==> src/sv/sfr_pkg.sv <==
// ----------------------------------------------------------------------------
// sfr_pkg
// Shared types and constants for the stream find-and-replace block.
// ----------------------------------------------------------------------------
package sfr_pkg;

    localparam int SLOT_COUNT          = 16;
    localparam int MAX_PATTERN_DEF     = 16;
    localparam int MAX_REPLACEMENT_DEF = 16;
    localparam int CFG_DATA_W          = 64;
    localparam int CFG_INDEX_W         = 3;

    typedef enum logic [CFG_INDEX_W-1:0] {
        CFG_PATTERN_LOW      = 3'd0,
        CFG_PATTERN_HIGH     = 3'd1,
        CFG_PATTERN_LENGTH   = 3'd2,
        CFG_REPLACEMENT_LOW  = 3'd3,
        CFG_REPLACEMENT_HIGH = 3'd4,
        CFG_REPLACEMENT_LEN  = 3'd5
    } cfg_index_t;

    typedef struct packed {
        logic [7:0] in_byte;
        logic       in_last;
    } in_item_t;

    typedef struct packed {
        logic [7:0]  out_byte;
        logic        byte_valid;
        logic        run_last;
        logic        stream_end;
        logic [31:0] replacements_done;
    } out_item_t;

    typedef struct packed {
        logic [8*SLOT_COUNT-1:0] pattern;
        logic [4:0]             pattern_length;
        logic [8*SLOT_COUNT-1:0] replacement;
        logic [4:0]             replacement_length;
    } cfg_t;

    typedef struct packed {
        logic        load;
        logic        stream_end;
        logic        byte_valid;
        logic [31:0] total;
    } job_ctl_t;

endpackage

==> src/sv/sfr_cfg_regs.sv <==
// ----------------------------------------------------------------------------
// sfr_cfg_regs
// Configuration register file with plain write port.
// ----------------------------------------------------------------------------
module sfr_cfg_regs (
    input  logic                              aclk,
    input  logic                              aresetn,
    input  logic                              cfg_we,
    input  logic [sfr_pkg::CFG_INDEX_W-1:0]   cfg_index,
    input  logic [sfr_pkg::CFG_DATA_W-1:0]    cfg_wdata,
    output sfr_pkg::cfg_t                     cfg
);
    import sfr_pkg::*;

    logic [63:0] pat_lo_reg, pat_hi_reg, rep_lo_reg, rep_hi_reg;
    logic [4:0]  pat_len_reg, rep_len_reg;

    always_ff @(posedge aclk) begin
        if (!aresetn) begin
            pat_lo_reg  <= '0;
            pat_hi_reg  <= '0;
            pat_len_reg <= 5'd1;
            rep_lo_reg  <= '0;
            rep_hi_reg  <= '0;
            rep_len_reg <= '0;
        end else if (cfg_we) begin
            case (cfg_index)
                CFG_PATTERN_LOW:      pat_lo_reg  <= cfg_wdata;
                CFG_PATTERN_HIGH:     pat_hi_reg  <= cfg_wdata;
                CFG_PATTERN_LENGTH:   pat_len_reg <= cfg_wdata[4:0];
                CFG_REPLACEMENT_LOW:  rep_lo_reg  <= cfg_wdata;
                CFG_REPLACEMENT_HIGH: rep_hi_reg  <= cfg_wdata;
                CFG_REPLACEMENT_LEN:  rep_len_reg <= cfg_wdata[4:0];
                default: ;
            endcase
        end
    end

    assign cfg.pattern            = {pat_hi_reg, pat_lo_reg};
    assign cfg.pattern_length     = pat_len_reg;
    assign cfg.replacement        = {rep_hi_reg, rep_lo_reg};
    assign cfg.replacement_length = rep_len_reg;

endmodule

==> src/sv/sfr_window.sv <==
// ----------------------------------------------------------------------------
// sfr_window
// Pending-byte window, parallel pattern compare and per-transaction job build.
// ----------------------------------------------------------------------------
module sfr_window #(
    parameter int MAX_PATTERN     = sfr_pkg::MAX_PATTERN_DEF,
    parameter int MAX_REPLACEMENT = sfr_pkg::MAX_REPLACEMENT_DEF,
    localparam int PAT_CAP   = (MAX_PATTERN < sfr_pkg::SLOT_COUNT) ?
                               MAX_PATTERN : sfr_pkg::SLOT_COUNT,
    localparam int REP_CAP   = (MAX_REPLACEMENT < sfr_pkg::SLOT_COUNT) ?
                               MAX_REPLACEMENT : sfr_pkg::SLOT_COUNT,
    localparam int JOB_DEPTH = (PAT_CAP > REP_CAP) ? PAT_CAP : REP_CAP,
    localparam int CNT_W     = $clog2(JOB_DEPTH + 1)
) (
    input  logic                          aclk,
    input  logic                          aresetn,
    input  logic                          accept,
    input  sfr_pkg::in_item_t             item,
    input  sfr_pkg::cfg_t                 cfg,
    output logic [JOB_DEPTH-1:0][7:0]     job_bytes,
    output logic [CNT_W-1:0]              job_count,
    output sfr_pkg::job_ctl_t             job_ctl
);
    import sfr_pkg::*;

    localparam int LEN_W = $clog2(PAT_CAP + 1);

    logic [PAT_CAP-1:0][7:0] win_reg, win_next;
    logic [LEN_W-1:0]        fill_reg, fill_next;
    logic [LEN_W-1:0]        act_len_reg;
    logic                    open_reg;
    logic [31:0]             total_reg, total_next;

    logic [4:0]              pat_len_clamp;
    logic [4:0]              rep_len_clamp;
    logic [LEN_W-1:0]        len;
    logic [LEN_W-1:0]        f1;
    logic [PAT_CAP-1:0][7:0] w1;
    logic [PAT_CAP-1:0]      slot_ok;
    logic                    full, match;
    logic [CNT_W-1:0]        count;

    always_comb begin
        if (cfg.pattern_length == 5'd0) begin
            pat_len_clamp = 5'd1;
        end else if (cfg.pattern_length > 5'(PAT_CAP)) begin
            pat_len_clamp = 5'(PAT_CAP);
        end else begin
            pat_len_clamp = cfg.pattern_length;
        end
        if (cfg.replacement_length > 5'(REP_CAP)) begin
            rep_len_clamp = 5'(REP_CAP);
        end else begin
            rep_len_clamp = cfg.replacement_length;
        end
    end

    assign len = open_reg ? act_len_reg : LEN_W'(pat_len_clamp);
    assign f1  = fill_reg + LEN_W'(1);

    always_comb begin
        for (int i = 0; i < PAT_CAP; i++) begin
            w1[i]      = (LEN_W'(i) == fill_reg) ? item.in_byte : win_reg[i];
            slot_ok[i] = (LEN_W'(i) >= len) || (w1[i] == cfg.pattern[8*i +: 8]);
        end
    end

    assign full  = (f1 == len);
    assign match = full && (&slot_ok);

    always_comb begin
        for (int i = 0; i < JOB_DEPTH; i++) begin
            job_bytes[i] = '0;
            if (match) begin
                if (i < REP_CAP) begin
                    job_bytes[i] = cfg.replacement[8*i +: 8];
                end
            end else begin
                if (i < PAT_CAP) begin
                    job_bytes[i] = w1[i];
                end
            end
        end
    end

    always_comb begin
        if (match) begin
            count = CNT_W'(rep_len_clamp);
        end else if (full) begin
            count = item.in_last ? CNT_W'(len) : CNT_W'(1);
        end else begin
            count = item.in_last ? CNT_W'(f1) : '0;
        end
    end

    always_comb begin
        job_ctl.stream_end = item.in_last;
        job_ctl.byte_valid = (count != '0);
        job_ctl.total      = total_next;
        job_count          = count;
        if (item.in_last && count == '0) begin
            job_count = CNT_W'(1);
        end
        job_ctl.load = accept && (job_count != '0);
    end

    assign total_next = (match && total_reg != 32'hFFFF_FFFF) ? total_reg + 32'd1
                                                              : total_reg;

    always_comb begin
        win_next = w1;
        if (full && !match) begin
            for (int i = 0; i + 1 < PAT_CAP; i++) begin
                win_next[i] = w1[i+1];
            end
        end
        if (match || item.in_last) begin
            fill_next = '0;
        end else if (full) begin
            fill_next = len - LEN_W'(1);
        end else begin
            fill_next = f1;
        end
    end

    always_ff @(posedge aclk) begin
        if (!aresetn) begin
            fill_reg    <= '0;
            act_len_reg <= LEN_W'(1);
            open_reg    <= 1'b0;
            total_reg   <= '0;
        end else if (accept) begin
            fill_reg    <= fill_next;
            act_len_reg <= len;
            open_reg    <= !item.in_last;
            total_reg   <= item.in_last ? 32'd0 : total_next;
        end
    end

    always_ff @(posedge aclk) begin
        if (accept) begin
            win_reg <= win_next;
        end
    end

endmodule

==> src/sv/sfr_out_queue.sv <==
// ----------------------------------------------------------------------------
// sfr_out_queue
// Result register that plays out one job's bytes, one transaction per cycle while m_ready is high.
// ----------------------------------------------------------------------------
module sfr_out_queue #(
    parameter int MAX_PATTERN     = sfr_pkg::MAX_PATTERN_DEF,
    parameter int MAX_REPLACEMENT = sfr_pkg::MAX_REPLACEMENT_DEF,
    localparam int PAT_CAP   = (MAX_PATTERN < sfr_pkg::SLOT_COUNT) ?
                               MAX_PATTERN : sfr_pkg::SLOT_COUNT,
    localparam int REP_CAP   = (MAX_REPLACEMENT < sfr_pkg::SLOT_COUNT) ?
                               MAX_REPLACEMENT : sfr_pkg::SLOT_COUNT,
    localparam int JOB_DEPTH = (PAT_CAP > REP_CAP) ? PAT_CAP : REP_CAP,
    localparam int CNT_W     = $clog2(JOB_DEPTH + 1)
) (
    input  logic                          aclk,
    input  logic                          aresetn,
    input  logic [JOB_DEPTH-1:0][7:0]     job_bytes,
    input  logic [CNT_W-1:0]              job_count,
    input  sfr_pkg::job_ctl_t             job_ctl,
    output logic                          free,
    output logic                          m_valid,
    input  logic                          m_ready,
    output sfr_pkg::out_item_t            m_payload
);
    import sfr_pkg::*;

    logic                      valid_reg;
    logic [JOB_DEPTH-1:0][7:0] bytes_reg;
    logic [CNT_W-1:0]          remain_reg;
    logic                      end_reg;
    logic                      bv_reg;
    logic [31:0]               total_reg;
    logic                      take, final_take;

    assign take       = valid_reg && m_ready;
    assign final_take = take && (remain_reg == CNT_W'(1));
    assign free       = !valid_reg || final_take;

    always_ff @(posedge aclk) begin
        if (!aresetn) begin
            valid_reg <= 1'b0;
        end else if (job_ctl.load) begin
            valid_reg <= 1'b1;
        end else if (final_take) begin
            valid_reg <= 1'b0;
        end
    end

    always_ff @(posedge aclk) begin
        if (job_ctl.load) begin
            bytes_reg  <= job_bytes;
            remain_reg <= job_count;
            end_reg    <= job_ctl.stream_end;
            bv_reg     <= job_ctl.byte_valid;
            total_reg  <= job_ctl.total;
        end else if (take) begin
            for (int i = 0; i + 1 < JOB_DEPTH; i++) begin
                bytes_reg[i] <= bytes_reg[i+1];
            end
            remain_reg <= remain_reg - CNT_W'(1);
        end
    end

    assign m_valid                     = valid_reg;
    assign m_payload.out_byte          = bv_reg ? bytes_reg[0] : 8'd0;
    assign m_payload.byte_valid        = bv_reg;
    assign m_payload.run_last          = (remain_reg == CNT_W'(1));
    assign m_payload.stream_end        = end_reg && (remain_reg == CNT_W'(1));
    assign m_payload.replacements_done = total_reg;

endmodule

==> src/sv/stream_find_replace.sv <==
// ----------------------------------------------------------------------------
// stream_find_replace
// Streaming find-and-replace over a byte stream with an end marker.
// ----------------------------------------------------------------------------
// The first result of a transaction is registered and offered in the cycle after accept.
// Inputs are taken one per cycle while each input yields at most one result and m_ready is high;
//   an input yielding more than one result holds the result register until all are taken.
// Reset: synchronous, active low; control and config registers return to defaults, window empty,
//   replacement count zero.
module stream_find_replace #(
    parameter int MAX_PATTERN     = sfr_pkg::MAX_PATTERN_DEF,
    parameter int MAX_REPLACEMENT = sfr_pkg::MAX_REPLACEMENT_DEF
) (
    input  logic                            aclk,
    input  logic                            aresetn,
    input  logic                            cfg_we,
    input  logic [sfr_pkg::CFG_INDEX_W-1:0] cfg_index,
    input  logic [sfr_pkg::CFG_DATA_W-1:0]  cfg_wdata,
    input  logic                            s_valid,
    output logic                            s_ready,
    input  sfr_pkg::in_item_t               s_payload,
    output logic                            m_valid,
    input  logic                            m_ready,
    output sfr_pkg::out_item_t              m_payload
);
    import sfr_pkg::*;

    localparam int PAT_CAP   = (MAX_PATTERN < SLOT_COUNT) ? MAX_PATTERN : SLOT_COUNT;
    localparam int REP_CAP   = (MAX_REPLACEMENT < SLOT_COUNT) ? MAX_REPLACEMENT
                                                              : SLOT_COUNT;
    localparam int JOB_DEPTH = (PAT_CAP > REP_CAP) ? PAT_CAP : REP_CAP;
    localparam int CNT_W     = $clog2(JOB_DEPTH + 1);

    cfg_t                      cfg;
    logic                      accept;
    logic [JOB_DEPTH-1:0][7:0] job_bytes;
    logic [CNT_W-1:0]          job_count;
    job_ctl_t                  job_ctl;

    assign accept = s_valid && s_ready;

    sfr_cfg_regs u_cfg (
        .aclk      (aclk),
        .aresetn   (aresetn),
        .cfg_we    (cfg_we),
        .cfg_index (cfg_index),
        .cfg_wdata (cfg_wdata),
        .cfg       (cfg)
    );

    sfr_window #(
        .MAX_PATTERN     (MAX_PATTERN),
        .MAX_REPLACEMENT (MAX_REPLACEMENT)
    ) u_window (
        .aclk      (aclk),
        .aresetn   (aresetn),
        .accept    (accept),
        .item      (s_payload),
        .cfg       (cfg),
        .job_bytes (job_bytes),
        .job_count (job_count),
        .job_ctl   (job_ctl)
    );

    sfr_out_queue #(
        .MAX_PATTERN     (MAX_PATTERN),
        .MAX_REPLACEMENT (MAX_REPLACEMENT)
    ) u_out (
        .aclk      (aclk),
        .aresetn   (aresetn),
        .job_bytes (job_bytes),
        .job_count (job_count),
        .job_ctl   (job_ctl),
        .free      (s_ready),
        .m_valid   (m_valid),
        .m_ready   (m_ready),
        .m_payload (m_payload)
    );

endmodule

==> config.mk <==
export PLATFORM = sky130hd
export DESIGN_NAME = stream_find_replace
export DESIGN_NICKNAME = d
export VERILOG_FILES = /design/src/sv/sfr_pkg.sv /design/src/sv/sfr_cfg_regs.sv /design/src/sv/sfr_window.sv /design/src/sv/sfr_out_queue.sv /design/src/sv/stream_find_replace.sv
export SDC_FILE = /design/constraint.sdc
export NUM_CORES = 1
export LEC_CHECK = 0
export ABC_AREA = 1
export BUFFER_PORTS_ARGS = -buffer_cell sky130_fd_sc_hd__buf_2
export CAP_MARGIN = 20
export CORE_MARGIN = 5
export CORE_UTILIZATION = 31
export DETAILED_ROUTE_END_ITERATION = 7
export SYNTH_ARGS = -nofsm -noshare
export SYNTH_HDL_FRONTEND = slang
export SYNTH_SLANG_ARGS = --single-unit
==> constraint.sdc <==
create_clock -name aclk -period 7.2 [get_ports aclk]
set_input_delay 0.36 -clock aclk [delete_from_list [all_inputs] [get_ports aclk]]
set_output_delay 0.36 -clock aclk [all_outputs]
set_load 0.005 [all_outputs]
# Word-level counts from Yosys, hierarchy flattened
# Cells that the tools add are included.
dict set report classes {
  n_addsub 4
  multipliers 0
  n_div 0
  magnitude_cmp 18
  n_eq_ne 39
  shifts 0
  n_mux 53
  bitwise_logic 0
  reduce_logical 45
}
# op n
set op_table {}
lappend op_table {{$mux W120} 3}
lappend op_table {{$mux W8} 33}
lappend op_table {{$eq A8 B8 Y1} 16}
lappend op_table {{$mux W5} 13}
lappend op_table {{$mux W32} 2}
lappend op_table {{$eq A4 B5 Y1 const A} 8}
lappend op_table {{$ge A4 B5 Y1 const A} 8}
lappend op_table {{$add A32 B1 Y32 const B} 1}
lappend op_table {{$ne A32 B32 Y1 const B} 1}
lappend op_table {{$eq A3 B5 Y1 const A} 4}
lappend op_table {{$ge A3 B5 Y1 const A} 4}
lappend op_table {{$logic_or A1 B1 Y1} 18}
lappend op_table {{$reduce_and A16 Y1} 1}
lappend op_table {{$logic_not A5 Y1} 3}
lappend op_table {{$reduce_and A2 Y1} 6}
lappend op_table {{$eq A2 B5 Y1 const A} 2}
lappend op_table {{$ge A1 B5 Y1 const A} 2}
lappend op_table {{$ge A2 B5 Y1 const A} 2}
lappend op_table {{$gt A5 B5 Y1 const B} 2}
lappend op_table {{$reduce_bool A5 Y1} 2}
lappend op_table {{$sub A5 B1 Y5 const B} 2}
lappend op_table {{$logic_and A1 B1 Y1} 9}
lappend op_table {{$eq A3 B2 Y1 const B} 2}
lappend op_table {{$eq A3 B3 Y1 const B} 2}
lappend op_table {{9 further kinds} 13}
dict set report word_totals {
  reg_bits 605
  latch_bits 0
  ram_bits 0
  romBits 0
  input_bits 81
  wordCells 206
  memories 0
}

# Depth between registers and ports, before layout
dict set report logic_depth {
  word_depth 15
  depth_mapped 30
  depth_no_buf 27
}

# Cells and area by module
# A second synthesis with hierarchy kept.
dict set report hier_totals {
  hier_cells 4588
  area_unflattened_um2 32265.9
}
# mod n_inst cells_per_inst area_per_inst_um2
set by_module_without_submodules {}
lappend by_module_without_submodules {sfr_window 1 2448 14933.1}
lappend by_module_without_submodules {sfr_cfg_regs 1 1525 10517.6}
lappend by_module_without_submodules {sfr_out_queue 1 613 6807.8}
lappend by_module_without_submodules {stream_find_replace 1 2 7.5}

# Worst setup path after synthesis
# No wires, ideal clock.
dict set report synth_path {
  path_kind {register to register}
  start {register u_window.fill_reg[0]}
  end {register u_out.bytes_reg[0] in the netlist's numbering (enable)}
  setup_time_ns 1.091
  t_arrival_ns 5.204
  required_ns 6.109
  setup_slack_ns 0.905
  stages_incl_launch_ff 25
  path_buffers 4
  synth_period_minus_slack_ns 6.295
  cell_sequence {dfxtp_1 > ha_1 > inv_1 > nor2_1 > ha_1 > clkbuf_1 > o21ai_0 > xor2_1 > nor2_1 > nand2_1 > nor2_1 > nor2_1 > a21oi_1 > nand2_1 > nor2_1 > nand3_2 > buf_2 > nand3_1 > nand2_2 > nor2_4 > nand3_2 > nand2_2 > buf_6 > buf_6 > nand2_1}
}
# item line
set synth_rtl {}
lappend synth_rtl {{start: declaration} sfr_window.sv:29} ;# logic [LEN_W-1:0] fill_reg, fill_next;
lappend synth_rtl {{start signal: assignment} sfr_window.sv:133} ;# fill_reg <= fill_next;
lappend synth_rtl {{end signal: assignment} sfr_out_queue.sv:51} ;# bytes_reg <= job_bytes;
lappend synth_rtl {{end signal: indexed assignment} sfr_out_queue.sv:58} ;# bytes_reg[i] <= bytes_reg[i+1];
lappend synth_rtl {{end: declaration} sfr_out_queue.sv:28} ;# logic [JOB_DEPTH-1:0][7:0] bytes_reg;

==> flow_metrics.tcl <==
set metrics [dict create \
    fin_nets 4358 \
    worstReg2RegStart "u_window.fill_reg[0]" \
    finalSetupViolations 0 \
    status "complete, no violations" \
    fill_cells 10350 \
    p_int_mw 7.04 \
    area_growth_pct 13.3 \
    detail_route.wl_per_cell_um 19.5 \
    hold_violations 0 \
    startpoint "u_window.fill_reg[0]" \
    cp_top_family "simple AND/OR/NAND/NOR gates" \
    worst-path-buf-inv 4 \
    ys_ff_latch 605 \
    synth.avg_cell_area_um2 7.27 \
    yosysUniqueCellTypes 35 \
    path_cells "ha_1 > inv_1 > nor2_1 > ha_1 > inv_1 > nand2_1 > nand2_1 > xor2_1 > nor2_1 > nand2_1 > nor2_1 > nor2_1 > a21oi_1 > nand2_1 > nor2_1 > nand3_2 > o21ai_0 > nor2_1 > nand3_4 > buf_4 > buf_4 > nand3_1 > nand2_1" \
    clk_latency_ns 0.66 \
    fin_crit_sh_pct 82.4 \
    max_slew.worst_pin.slew_ns 1.19 \
    power_mw 10.5 \
    start_util_pct 31.3 \
    worstHoldPathType "in2reg" \
    rows 115 \
    clk_pin_slew_ns 0.06 \
    die-area_um2 106000 \
    seq_power_share_pct 42.6 \
    async_reset_ff_share_pct 0 \
    synth_edf_count 295 \
    cts_buffer_depth 3 \
    synth_top_flop_cell "dfxtp_1" \
    core_um2 98600 \
    fp.dieW_um 325 \
    worst-r2r-setup-slack_ns 1.26 \
    cp-start-kind "flop" \
    synthAdderAreaFrac_pct 0.527 \
    wl_um 110000 \
    cts_made_buffers 71 \
    placedCellCount 5476 \
    cpPeakStageDelay_ns 0.93 \
    vias 28533 \
    cts_resized 0 \
    antenna_found_initial 4 \
    worst-path-max-fanout 89 \
    syn_nets 4334 \
    fin_setup_tns_ns 0 \
    p_comb_share_pct 22.5 \
    critPathArrivalTime_ns 6.44 \
    drt_iter0_drc 3011 \
    crit_type "reg2reg" \
    ys_seq_area_share_pct 48.8 \
    synth_top_family_by_area "simple AND/OR/NAND/NOR gates" \
    min_from "cfg_wdata[20]" \
    synth-xor-area-share_pct 1.14 \
    cp_common_cell "nor2_1" \
    drtAntennaViolNets 0 \
    max_cap_violations 0 \
    grt_use_total_pct 19.8 \
    rsz0062_at_grt "false" \
    final_max_slew_viol_count 0 \
    synthMuxAreaShare_pct 0 \
    fin_cells 5611 \
    ir_drop_mv 0.193 \
    synth-compound-area-share_pct 11.3 \
    io_pins 126 \
    switching_share_pct 33.1 \
    synthSimpleGateAreaFrac_pct 30.9 \
    min_period_ns 5.94 \
    max_slew_margin_pct 21.0 \
    worstSetupEndpointType "flop" \
    gp_congestion 0.884 \
    grt_start_max_net_pins 203 \
    drcViolationCount 0 \
    synthCells 4240 \
    overflow 0 \
    viasPerCell 5.09 \
    crit_required_ns 7.71 \
    cts_sinks 605 \
    max_freq_ghz 0.168 \
    cts-root-buf "clkbuf_16" \
    grt_pass1_vias 26302 \
    cts_tree "built" \
    port_buffers 125 \
    dp_hpwl_um 72100 \
    p_leak_nw 15.2 \
    fin_worst_skew_ns 0.0337 \
    dr.pass1.iters 6 \
    layout-drive-gt1-share_pct 7.40 \
    switching_power_mw 3.49 \
    h-tree-depth 3 \
    crit_slowest_cell "buf_4" \
    powerDensity_nw_per_um2 301 \
    clock_power_share_pct 35.0 \
    ys_warn_count 0 \
    dieHeight_um 325 \
    grt_pass1_wl_um 164000 \
    syn_area_um2 30800 \
]
-- per-layer routing --
metal  GRT usage (%)  wire length [um]
met1            27.9             48200
met2            31.1             48900
met3            4.13              9560
met4            5.43              2970
met5               0                 0
-- worst paths after layout --
check / endpoint / cells after the start
max: u_out.bytes_reg[11] / 23
min: u_cfg.pat_lo_reg[20] / 3
max reg2reg: u_out.bytes_reg[11] / 23
min reg2reg: u_cfg.pat_lo_reg[60] / 2
-- stage by stage --
stage               utilization, %  cell area, um^2  worst slack [ns]  hold slack (ns)
finish                        35.4            34900              1.26           0.0328
global route                  35.4            34900             0.763           0.0266
CTS                           35.4            34900              1.43          0.00779
detailed placement            33.0            32500              1.48            0.460
global placement              33.0            32500              1.61            0.454
floorplan                        -            30800             0.905            0.441
-- repair_timing --
item,CTS,global route
hold endpoints to repair,3,0
hold buffers,2,0
buffers inserted,0,0
-- synth_stat cells, types with 5 or more instances --
| cell type | n | area (um^2) |
|---|---|---|
| o211ai_1 | 7 | 52.6 |
| xor2_1 | 31 | 272 |
| nand2_2 | 8 | 50.1 |
| inv_1 | 329 | 1230 |
| xnor2_1 | 9 | 78.8 |
| dfxtp_1 | 310 | 6210 |
| nand2_1 | 1385 | 5200 |
| a21oi_1 | 97 | 485 |
| o21ai_0 | 543 | 2720 |
| nor2_2 | 14 | 87.6 |
| nor2_1 | 574 | 2150 |
| ha_1 | 13 | 163 |
| nand4_1 | 9 | 56.3 |
| inv_2 | 6 | 22.5 |
| nand3_1 | 239 | 1200 |
| buf_1 | 11 | 41.3 |
| clkbuf_1 | 158 | 593 |
| o21ai_1 | 5 | 25.0 |
| buf_2 | 32 | 160 |
| buf_6 | 13 | 146 |
| a31oi_1 | 27 | 169 |
| edfxtp_1 | 295 | 8860 |
| nand3b_1 | 78 | 586 |
| nor3_1 | 28 | 140 |
-- power groups by stage --
| stage | combinational (mW) | sequential (mW) | clock (mW) |
|---|---|---|---|
| 6_report | 2.37 | 4.48 | 3.68 |
| 5_1_grt | 2.63 | 4.51 | 3.87 |
| 4_1_cts | 2.34 | 4.47 | 3.73 |
| 3_5_place_dp | 2.32 | 4.54 | 0 |
| 3_3_place_gp | 2.30 | 4.54 | 0 |
| 2_1_floorplan | 1.58 | 4.46 | 0 |
-- cells by family (layout without fill, tap and decap cells) --
logic type,Yosys count,after routing
simple gates,2343,2343
compound gates,684,684
flops,605,605
buf+inv,555,638
xor+xnor,40,40
fa+ha+maj,13,13
other cells,0,1
-- tightest hold or removal path, delay by kind of cell --
kind                   cells  cell delay (ns)
AND/OR/NAND/NOR            2             0.14
buffers and inverters      1             0.14
-- placed cells by master, fill, tap and decap left out, types with 16 or more instances in the layout --
master / netlist / routed
buf_2: 32 / 124
nand3b_1: 78 / 78
nor3_1: 28 / 27
dfxtp_1: 310 / 310
xor2_1: 31 / 31
nor2_1: 574 / 569
o21ai_0: 543 / 543
clkbuf_1: 158 / 20
nand2_1: 1385 / 1384
inv_1: 329 / 325
buf_4: 4 / 38
nand3_1: 239 / 239
clkbuf_16: 0 / 72
a21oi_1: 97 / 97
edfxtp_1: 295 / 295
a31oi_1: 27 / 27
nor2_2: 14 / 16
-- layout make-up --
class	instances	area, um^2	share of cell area [%]
flip-flops and latches	605	15100	43.1
multi-input cells	3080	13600	38.9
clock buffers	104	2040	5.84
well taps	1287	1610	4.61
inverters	337	1280	3.67
repair buffers	169	1020	2.91
clock inverters	28	329	0.942
diodes	1	2.50	0.00716
Note: power is estimated with default switching activity, not from simulation.
